`config.mk`:
```
export PLATFORM = sky130hd
export DESIGN_NAME = flip_completion_tracker
export DESIGN_NICKNAME = d
export VERILOG_FILES = /design/src/rtl/fct_pkg.sv /design/src/rtl/flip_completion_tracker.sv
export VERILOG_INCLUDE_DIRS = /design/src /design/src/rtl
export SDC_FILE = /design/constraint.sdc
export NUM_CORES = 1
export LEC_CHECK = 0
export BUFFER_PORTS_ARGS = -buffer_cell sky130_fd_sc_hd__buf_2
export CORE_ASPECT_RATIO = 0.5
export CORE_MARGIN = 2
export CORE_UTILIZATION = 44
export DETAILED_ROUTE_END_ITERATION = 12
export GPL_ROUTABILITY_DRIVEN = 0
export PLACE_DENSITY = 0.65
export SLEW_MARGIN = 20
export SYNTH_ARGS = -nofsm -noshare
export SYNTH_HDL_FRONTEND = slang
export SYNTH_SLANG_ARGS = --single-unit
export TNS_END_PERCENT = 100
```
`constraint.sdc`:
```
create_clock -name aclk -period 15.15 [get_ports aclk]
set_clock_uncertainty 0.2 [all_clocks]
set_input_delay 3.7875 -clock aclk [delete_from_list [all_inputs] [get_ports aclk]]
set_output_delay 3.7875 -clock aclk [all_outputs]
set_load 0.02 [all_outputs]
```
`src/rtl/flip_completion_tracker_defines.svh`:
```
// Assertion macros shared by the flip completion tracker RTL.
// Depends on nothing; included by modules that carry concurrent checks.
`ifndef FLIP_COMPLETION_TRACKER_DEFINES_SVH
`define FLIP_COMPLETION_TRACKER_DEFINES_SVH

// Same-cycle implication, sampled on the rising clock edge, off during reset.
`define FCT_ASSERT_NOW(label, clk, rstn, ante, cons, msg) \
    label: assert property (@(posedge clk) disable iff (!(rstn)) (ante) |-> (cons)) \
        else $error(msg);

// Next-cycle implication, sampled on the rising clock edge, off during reset.
`define FCT_ASSERT_NEXT(label, clk, rstn, ante, cons, msg) \
    label: assert property (@(posedge clk) disable iff (!(rstn)) (ante) |=> (cons)) \
        else $error(msg);

`endif

```
`src/rtl/fct_pkg.sv`:
```
// Package for the flip completion tracker: request codes, field widths and payload structs.
// Depends on nothing; used by flip_completion_tracker.
`default_nettype none

package fct_pkg;

    localparam int QUEUE_DEPTH_DEF = 8;

    localparam int REQ_W     = 2;
    localparam int COOKIE_W  = 32;
    localparam int BUF_W     = 4;
    localparam int CONTENT_W = 32;
    localparam int VSEQ_W    = 32;

    localparam logic [REQ_W-1:0] REQ_SUBMIT = 2'd0;
    localparam logic [REQ_W-1:0] REQ_EVENT  = 2'd1;
    localparam logic [REQ_W-1:0] REQ_BLOCK  = 2'd2;

    typedef struct packed {
        logic [REQ_W-1:0]     req_type;
        logic [COOKIE_W-1:0]  cookie;
        logic [BUF_W-1:0]     buf_slot;
        logic [CONTENT_W-1:0] content_seq;
        logic [VSEQ_W-1:0]    vblank_seq;
    } fct_in_t;

    typedef struct packed {
        logic [BUF_W-1:0]     latched_buffer;
        logic [CONTENT_W-1:0] latched_content;
        logic                 latched_known;
        logic                 ack_valid;
        logic                 prev_valid;
        logic [BUF_W-1:0]     prev_buffer;
        logic [CONTENT_W-1:0] prev_content;
        logic                 prev_count_known;
        logic [VSEQ_W-1:0]    prev_extra_scans;
        logic                 prev_content_resolved;
        logic                 last;
    } fct_out_t;

endpackage

`default_nettype wire

```
`src/rtl/flip_completion_tracker.sv`:
```
// Flip completion tracker top level: pending flip queue, sequencer and shared subtractor.
// Depends on fct_pkg and flip_completion_tracker_defines.svh.
`default_nettype none
`include "flip_completion_tracker_defines.svh"

// The tracker keeps a queue of up to QUEUE_DEPTH submitted display flips and turns
// completion evidence into one result per completed flip. A submit request queues
// its flip, or is dropped when the queue is full, and gives no result. A blocking
// request goes from idle to ST_OUT and gives one confirmed result there once the
// output register is free. A completion event walks the queue from the oldest
// entry, reading (ST_SCAN_RD) and comparing (ST_SCAN_CMP) each entry in turn, until
// the cookie matches; then it walks the entries up to the match again through
// ST_EMIT_RD, ST_EMIT_CHK, ST_MIN (only when the vblank gap is resolved) and ST_OUT,
// emitting older flips as coalesced and the match as confirmed. An unknown cookie
// flushes the whole queue as coalesced. This stepping is set by the single-read-port
// queue memory, whose read data is registered, and by one 32-bit subtractor that
// serves the cookie compare, the vblank gap and the minimum gap compare in turn.
// The block takes no new request while a request is in progress, but the last
// result sits in an output register, so the next request can be accepted while that
// result still waits for m_ready. The queue storage needs no clearing after reset:
// only occupied entries are ever read.
module flip_completion_tracker
    import fct_pkg::*;
#(
    parameter int QUEUE_DEPTH = QUEUE_DEPTH_DEF
) (
    input  wire logic     aclk,
    input  wire logic     aresetn,
    input  wire logic     s_valid,
    output logic          s_ready,
    input  wire fct_in_t  s_data,
    output logic          m_valid,
    input  wire logic     m_ready,
    output fct_out_t      m_data
);

    // Index, count and tail-sum widths all follow from the queue depth.
    localparam int IW = (QUEUE_DEPTH > 1) ? $clog2(QUEUE_DEPTH) : 1;
    localparam int CW = $clog2(QUEUE_DEPTH + 1);
    localparam int SW = $clog2(2 * QUEUE_DEPTH);

    localparam logic [CW-1:0] DEPTH_C = CW'(QUEUE_DEPTH);
    localparam logic [IW-1:0] LAST_SLOT = IW'(QUEUE_DEPTH - 1);

    // Sequencer states.
    localparam logic [2:0] ST_IDLE     = 3'd0;
    localparam logic [2:0] ST_SCAN_RD  = 3'd1;
    localparam logic [2:0] ST_SCAN_CMP = 3'd2;
    localparam logic [2:0] ST_EMIT_RD  = 3'd3;
    localparam logic [2:0] ST_EMIT_CHK = 3'd4;
    localparam logic [2:0] ST_MIN      = 3'd5;
    localparam logic [2:0] ST_OUT      = 3'd6;

    // Queue storage. It has one write port (submit) and one registered read port.
    logic [COOKIE_W-1:0]  mem_cookie  [QUEUE_DEPTH];
    logic [BUF_W-1:0]     mem_buffer  [QUEUE_DEPTH];
    logic [CONTENT_W-1:0] mem_content [QUEUE_DEPTH];

    logic [COOKIE_W-1:0]  rd_cookie_reg;
    logic [BUF_W-1:0]     rd_buffer_reg;
    logic [CONTENT_W-1:0] rd_content_reg;

    logic                 rd_en;
    logic                 wr_en;
    logic [IW-1:0]        tail;
    logic [SW-1:0]        tail_sum;

    // Sequencer and queue control state.
    logic [2:0]           state_reg, state_next;
    logic [CW-1:0]        count_reg, count_next;
    logic [IW-1:0]        head_reg, head_next;
    logic [CW-1:0]        idx_reg, idx_next;
    logic [IW-1:0]        slot_reg, slot_next;
    logic [CW-1:0]        match_reg, match_next;
    logic                 found_reg, found_next;
    logic                 blk_reg, blk_next;
    fct_in_t              req_reg, req_next;

    // Resolution scratch values for the result under construction.
    logic                 resolved_reg, resolved_next;
    logic [VSEQ_W-1:0]    extra_reg, extra_next;
    logic [VSEQ_W-1:0]    gap_reg, gap_next;

    // History of the previous completed flip and the learned minimum gap.
    logic                 prev_flip_valid_reg, prev_flip_valid_next;
    logic [BUF_W-1:0]     prev_flip_buffer_reg, prev_flip_buffer_next;
    logic [CONTENT_W-1:0] prev_flip_content_reg, prev_flip_content_next;
    logic [VSEQ_W-1:0]    prev_event_seq_reg, prev_event_seq_next;
    logic                 have_event_seq_reg, have_event_seq_next;
    logic                 prev_anchored_reg, prev_anchored_next;
    logic [VSEQ_W-1:0]    min_gap_reg, min_gap_next;

    // Output register.
    logic                 m_valid_reg, m_valid_next;
    fct_out_t             out_reg, out_next;

    // Shared subtractor: a minus b with borrow and zero flags.
    logic [VSEQ_W-1:0]    op_a;
    logic [VSEQ_W-1:0]    op_b;
    logic [VSEQ_W:0]      diff;
    logic                 borrow;
    logic                 diff_zero;

    logic                 out_free;
    logic                 is_event;
    logic                 is_last;
    logic [IW-1:0]        slot_inc;
    logic [BUF_W-1:0]     emit_buffer;
    logic [CONTENT_W-1:0] emit_content;
    logic                 emit_known;

    assign s_ready  = (state_reg == ST_IDLE);
    assign m_valid  = m_valid_reg;
    assign m_data   = out_reg;
    assign out_free = !m_valid_reg || m_ready;

    // The tail slot is head plus count, which stays below twice the depth.
    assign tail_sum = SW'(head_reg) + SW'(count_reg);
    assign tail     = (tail_sum >= SW'(QUEUE_DEPTH)) ? IW'(tail_sum - SW'(QUEUE_DEPTH))
                                                     : IW'(tail_sum);
    assign slot_inc = (slot_reg == LAST_SLOT) ? '0 : slot_reg + 1'b1;

    // The matched entry is the only one confirmed by the event; it is also the last.
    assign is_event = found_reg && (idx_reg == match_reg);
    assign is_last  = blk_reg || (found_reg ? (idx_reg == match_reg)
                                            : (idx_reg == count_reg - 1'b1));

    assign emit_buffer  = blk_reg ? req_reg.buf_slot : rd_buffer_reg;
    assign emit_content = blk_reg ? req_reg.content_seq : rd_content_reg;
    assign emit_known   = blk_reg || is_event;

    always_comb begin
        op_a = '0;
        op_b = '0;
        case (state_reg)
            ST_SCAN_CMP: begin
                op_a = rd_cookie_reg;
                op_b = req_reg.cookie;
            end
            ST_EMIT_CHK: begin
                op_a = req_reg.vblank_seq;
                op_b = prev_event_seq_reg;
            end
            ST_MIN: begin
                op_a = gap_reg;
                op_b = min_gap_reg;
            end
            default: begin
            end
        endcase
    end

    assign diff      = {1'b0, op_a} - {1'b0, op_b};
    assign borrow    = diff[VSEQ_W];
    assign diff_zero = (diff[VSEQ_W-1:0] == '0);

    always_comb begin
        state_next             = state_reg;
        count_next             = count_reg;
        head_next              = head_reg;
        idx_next               = idx_reg;
        slot_next              = slot_reg;
        match_next             = match_reg;
        found_next             = found_reg;
        blk_next               = blk_reg;
        req_next               = req_reg;
        resolved_next          = resolved_reg;
        extra_next             = extra_reg;
        gap_next               = gap_reg;
        prev_flip_valid_next   = prev_flip_valid_reg;
        prev_flip_buffer_next  = prev_flip_buffer_reg;
        prev_flip_content_next = prev_flip_content_reg;
        prev_event_seq_next    = prev_event_seq_reg;
        have_event_seq_next    = have_event_seq_reg;
        prev_anchored_next     = prev_anchored_reg;
        min_gap_next           = min_gap_reg;
        m_valid_next           = m_valid_reg && !m_ready;
        out_next               = out_reg;
        rd_en                  = 1'b0;
        wr_en                  = 1'b0;

        case (state_reg)
            ST_IDLE: begin
                if (s_valid) begin
                    req_next = s_data;
                    case (s_data.req_type)
                        REQ_SUBMIT: begin
                            // A full queue silently drops the submit.
                            if (count_reg < DEPTH_C) begin
                                wr_en      = 1'b1;
                                count_next = count_reg + 1'b1;
                            end
                        end
                        REQ_EVENT: begin
                            blk_next = 1'b0;
                            if (count_reg == '0) begin
                                head_next = '0;
                            end else begin
                                idx_next   = '0;
                                slot_next  = head_reg;
                                state_next = ST_SCAN_RD;
                            end
                        end
                        REQ_BLOCK: begin
                            blk_next      = 1'b1;
                            resolved_next = prev_flip_valid_reg;
                            extra_next    = '0;
                            state_next    = ST_OUT;
                        end
                        default: begin
                        end
                    endcase
                end
            end
            ST_SCAN_RD: begin
                rd_en      = 1'b1;
                state_next = ST_SCAN_CMP;
            end
            ST_SCAN_CMP: begin
                if (diff_zero) begin
                    found_next = 1'b1;
                    match_next = idx_reg;
                    idx_next   = '0;
                    slot_next  = head_reg;
                    state_next = ST_EMIT_RD;
                end else if (idx_reg == count_reg - 1'b1) begin
                    // No entry matches: every pending flip is flushed as coalesced.
                    found_next = 1'b0;
                    match_next = count_reg;
                    idx_next   = '0;
                    slot_next  = head_reg;
                    state_next = ST_EMIT_RD;
                end else begin
                    idx_next   = idx_reg + 1'b1;
                    slot_next  = slot_inc;
                    state_next = ST_SCAN_RD;
                end
            end
            ST_EMIT_RD: begin
                rd_en      = 1'b1;
                state_next = ST_EMIT_CHK;
            end
            ST_EMIT_CHK: begin
                // The vblank gap is measured only between two event-anchored completions.
                if (is_event && prev_flip_valid_reg && prev_anchored_reg &&
                    have_event_seq_reg && !borrow && !diff_zero) begin
                    gap_next   = diff[VSEQ_W-1:0];
                    state_next = ST_MIN;
                end else begin
                    resolved_next = 1'b0;
                    extra_next    = '0;
                    state_next    = ST_OUT;
                end
            end
            ST_MIN: begin
                resolved_next = 1'b1;
                if ((min_gap_reg == '0) || borrow) begin
                    min_gap_next = gap_reg;
                    extra_next   = '0;
                end else begin
                    extra_next = diff[VSEQ_W-1:0];
                end
                state_next = ST_OUT;
            end
            ST_OUT: begin
                if (out_free) begin
                    m_valid_next                   = 1'b1;
                    out_next.latched_buffer        = emit_buffer;
                    out_next.latched_content       = emit_content;
                    out_next.latched_known         = emit_known;
                    out_next.ack_valid             = emit_known && (emit_content != '0);
                    out_next.prev_valid            = prev_flip_valid_reg;
                    out_next.prev_buffer           = prev_flip_valid_reg ?
                                                     prev_flip_buffer_reg : '0;
                    out_next.prev_content          = prev_flip_valid_reg ?
                                                     prev_flip_content_reg : '0;
                    out_next.prev_count_known      = resolved_reg;
                    out_next.prev_extra_scans      = resolved_reg ? extra_reg : '0;
                    out_next.prev_content_resolved = resolved_reg &&
                                                     (prev_flip_content_reg != '0);
                    out_next.last                  = is_last;

                    // This flip becomes the previous plane for the next completion.
                    if (!blk_reg && is_event) begin
                        prev_event_seq_next = req_reg.vblank_seq;
                        have_event_seq_next = 1'b1;
                    end
                    prev_flip_valid_next   = 1'b1;
                    prev_flip_buffer_next  = emit_buffer;
                    prev_flip_content_next = emit_content;
                    prev_anchored_next     = !blk_reg && is_event;

                    if (is_last) begin
                        if (!blk_reg) begin
                            if (found_reg) begin
                                head_next  = slot_inc;
                                count_next = count_reg - (match_reg + 1'b1);
                            end else begin
                                head_next  = '0;
                                count_next = '0;
                            end
                        end
                        state_next = ST_IDLE;
                    end else begin
                        idx_next   = idx_reg + 1'b1;
                        slot_next  = slot_inc;
                        state_next = ST_EMIT_RD;
                    end
                end
            end
            default: begin
                state_next = ST_IDLE;
            end
        endcase
    end

    always_ff @(posedge aclk) begin
        if (wr_en) begin
            mem_cookie[tail]  <= s_data.cookie;
            mem_buffer[tail]  <= s_data.buf_slot;
            mem_content[tail] <= s_data.content_seq;
        end
        if (rd_en) begin
            rd_cookie_reg  <= mem_cookie[slot_reg];
            rd_buffer_reg  <= mem_buffer[slot_reg];
            rd_content_reg <= mem_content[slot_reg];
        end
    end

    always_ff @(posedge aclk) begin
        if (!aresetn) begin
            state_reg             <= ST_IDLE;
            count_reg             <= '0;
            head_reg              <= '0;
            idx_reg               <= '0;
            slot_reg              <= '0;
            match_reg             <= '0;
            found_reg             <= 1'b0;
            blk_reg               <= 1'b0;
            resolved_reg          <= 1'b0;
            prev_flip_valid_reg   <= 1'b0;
            prev_flip_buffer_reg  <= '0;
            prev_flip_content_reg <= '0;
            prev_event_seq_reg    <= '0;
            have_event_seq_reg    <= 1'b0;
            prev_anchored_reg     <= 1'b0;
            min_gap_reg           <= '0;
            m_valid_reg           <= 1'b0;
        end else begin
            state_reg             <= state_next;
            count_reg             <= count_next;
            head_reg              <= head_next;
            idx_reg               <= idx_next;
            slot_reg              <= slot_next;
            match_reg             <= match_next;
            found_reg             <= found_next;
            blk_reg               <= blk_next;
            resolved_reg          <= resolved_next;
            prev_flip_valid_reg   <= prev_flip_valid_next;
            prev_flip_buffer_reg  <= prev_flip_buffer_next;
            prev_flip_content_reg <= prev_flip_content_next;
            prev_event_seq_reg    <= prev_event_seq_next;
            have_event_seq_reg    <= have_event_seq_next;
            prev_anchored_reg     <= prev_anchored_next;
            min_gap_reg           <= min_gap_next;
            m_valid_reg           <= m_valid_next;
        end
    end

    always_ff @(posedge aclk) begin
        req_reg   <= req_next;
        extra_reg <= extra_next;
        gap_reg   <= gap_next;
        out_reg   <= out_next;
    end

    // The queue never holds more flips than it has slots.
    `FCT_ASSERT_NOW(a_count_bound, aclk, aresetn, 1'b1, count_reg <= DEPTH_C,
        "pending flip count exceeds queue depth")

    // The search only compares occupied entries.
    `FCT_ASSERT_NOW(a_scan_in_range, aclk, aresetn, state_reg == ST_SCAN_CMP,
        idx_reg < count_reg, "queue search ran past the occupied entries")

    // An accepted submit to a queue with room grows the queue by one.
    `FCT_ASSERT_NEXT(a_submit_grows, aclk, aresetn,
        s_valid && s_ready && (s_data.req_type == REQ_SUBMIT) && (count_reg < DEPTH_C),
        count_reg == $past(count_reg) + 1'b1, "accepted submit did not enter the queue")

    // A resolved event completion always has a learned minimum gap behind it.
    `FCT_ASSERT_NOW(a_min_learned, aclk, aresetn,
        (state_reg == ST_OUT) && out_free && !blk_reg && is_event && resolved_reg,
        min_gap_reg != '0, "resolved event result without a learned minimum gap")

    // The final result of a request hands control back for the next request.
    `FCT_ASSERT_NEXT(a_last_frees, aclk, aresetn,
        (state_reg == ST_OUT) && out_free && is_last,
        s_ready && m_valid && m_data.last, "last result did not end the request")

endmodule

`default_nettype wire
```
==> qor.csv <==
stage;metric;value;unit
route;Antenna Violating Nets Remaining;0;
route;Routed WL;93400;um
yosys;Cells after Synth;2537;
die;core box area;91300;sq um
grt;first-pass GRT wire length;139000;um
place;DPL Wire Length;58500;um
route;Starting DRT DRC Count;2104;
yosys;post-synth top area cell;edfxtp_1;
setup_path;type of element capturing the critical path;flip-flop;
final_layout;Multi-input gate area;11200;sq um
final_layout;most common cell after layout, fill and taps aside;edfxtp_1;
cts;CTS Sinks;1014;
place;Buffers on Ports;217;
die;Die Wd;435;um
die;# rows;78;
pwr;Peak supply drop;0.0906;mV
setup_path;CP arrival;6.69;ns
sta;final hold violations;0;
final_layout;commonest non-fill, non-tap cells in the layout;edfxtp_1 (886), buf_2 (217), nor2_1 (193);
yosys;Post-synth EDFFs;886;
route;DRC;0;
route;WL/cell;22.9;um
cts;total CTS buffers;92;
grt;initial antenna violation count;6;
yosys;Simple-Gate Fraction of Synth Area;7.66;%
yosys;Post-Synth Adder-Cell Area;1.52;%
yosys;largest cells by area after synthesis;edfxtp_1 (65%), mux4_2 (7.5%), dfxtp_1 (6.3%), mux2_2 (2.9%), mux2i_1 (2.6%);
route;Pre-antenna DRT Iters;5;
pwr;Power Dens Cells;140;nW/um^2
setup_path;crit start category;flip-flop;
final_layout;Synth-to-Final Area Change;13.8;%
die;Die Y-Extent;220;um
setup_path;Critical Path Fanout Max;54;
cts;CTS tree;yes;
yosys;ys flop type;edfxtp_1;
job;MaxCap Viol Count;0;
cts;htree depth;3;
yosys;largest family of logic cells by synthesized area;multiplexers;
sta;pin slew with the least headroom to its limit;1.09;ns
place;Cell Area, Placed;43400;sq um
cts;CTS Buffer Depth;3;
grt;GRT Util Overall;19.3;%
sta;final setup fails;0;
cts;total setup buffers inserted after CTS;0;
yosys;yosys warns;0;
yosys;Synth Cell Area;40900;sq um
die;Ports;218;
yosys;XOR/XNOR share of the synthesized area;0.621;%
final_layout;Final Cell Area;46500;sq um
final_layout;Layout Nets;2905;
run_status;status;completed;
sta;period utilization;43.7;%
die;Initial Utilization;44.8;%
final_layout;Layout fillers;7490;
cts;cts repair resizes;0;
sta;setup TNS;0;ns
yosys;mux cell area share after synthesis;13.0;%
die;die area;95500;sq um
final_layout;register area;29200;sq um
final_layout;layout cells sized above 1;23.9;%
sta;Min Hold Slack;0.251;ns
pwr;Pleak;0.0154;uW
cts;CTS Hold Bufs;0;
cts;clock-pin slew on the worst setup and hold paths;0.06;ns
yosys;Compound-Gate Fraction of Synth Area;4.27;%
sta;final setup margin;8.54;ns
setup_path;crit path kind;reg2reg;
final_layout;non-filler cells, final;4069;
min_path;Hold Path Class;reg2reg;
yosys;Post-synth ARST share;0;%
yosys;syn_area_per_cell;16.1;sq um
sta;pins over their slew limit;0;
sta;RSZ-0062 raised after global routing;false;
cts;CTS Root Cell;clkbuf_16;
grt;pin count of the biggest net entering global routing;78;
yosys;post-synthesis cell type count;79;
sta;Achievable Freq;151;MHz
yosys;syn_nets;2691;
place;dpl ws;7.99;ns
grt;vias in the first global route;22100;
yosys;synthesis-stage register bit count;1014;
route;via count;22400;
yosys;register area share after synthesis;71.3;%
route;vias per cell;5.52;
place;placed insts;3896;
setup_path;Req. time, crit path;15.22;ns
sta;relative slew slack;27.3;%
sta;min cycle time layout;6.61;ns
cts;Clk Latency, worst-skew pair;0.67;ns
yosys;Yosys top cell area share;65.1;%
grt;total grt overflow;0;
[final timing paths]
check,depth (start not counted),startpoint,end,slack (ns)
setup / recovery,16,state_reg[1],extra_reg[23],8.54
hold / removal,2,prev_anchored_reg,prev_anchored_reg,0.25
setup reg to reg,16,state_reg[1],extra_reg[23],8.54
hold reg to reg,2,prev_anchored_reg,prev_anchored_reg,0.25
[power breakdown]
part / switching [uW] / internal, uW / total [uW]
Combinational: 559 / 345 / 905
Sequential: 49.9 / 3160 / 3210
Clock: 1020 / 1380 / 2400
Total: 1630 / 4890 / 6520
[layer usage]
metal  track usage, %  up-vias  share of wire [%]
met3             2.85      142                5.1
li1                 -    10200                  -
met4             5.22        4                2.4
met5                0        -              0.025
met2             31.9      648                 49
met1             26.8    11400                 44
[cell families after synthesis]
kind of cell | Yosys count
AO/OA/AOI/OAI | 285
XOR/XNOR | 29
adder cells (fa/ha/maj) | 48
buffers and inverters | 165
flip-flops | 1014
multiplexers | 347
AND/OR/NAND/NOR | 649
[cell type report]
type	instances	area share, %
Timing Repair Buffer	250	2.91
Inverter	35	0.304
Sequential cell	1014	62.7
Antenna cell	1	0.00538
Clock inverter	53	1.32
Multi-Input combinational cell	1358	24.0
Clock buffer	118	5.47
Tap cell	1240	3.33
[synth_stat cells, types with 13 or more instances]
library cell and n:
edfxtp_1 886, nor4_1 34, mux4_2 136, a21oi_1 116, buf_1 23, mux2i_1 105
mux2_2 106, dfxtp_1 128, buf_2 13, clkbuf_1 90, and2_1 84, nor2b_1 15
nor2_1 199, a21o_1 14, ha_1 45, nand3_1 23, xor2_1 13, nor3_1 58
nand4_1 17, inv_1 35, xnor2_1 16, o21ai_0 65, nand2_1 167
[through the flow]
stage	util, %	power (uW)
after floorplan	-	3890
after global placement	47.5	4140
after detailed placement	47.5	4160
after CTS	50.9	6550
after global routing	51.0	6750
final	51.0	6520
[critical path: stages (launching register included)]
cell and delay (ns):
dfxtp_1 0.49, nand2b_1 0.29, nor2_4 0.54, buf_4 0.60, a21oi_1 0.18, ha_1 0.49, nand4_2 0.19, or3_1 0.40
a211o_1 0.35, nand4_1 0.20, a21oi_1 0.11, a31o_2 0.25, or4_4 0.43, nor4_4 0.30, a41o_2 0.30, o31ai_1 0.13
nor2_4 0.72
Note: power is estimated with default switching activity, not from simulation.
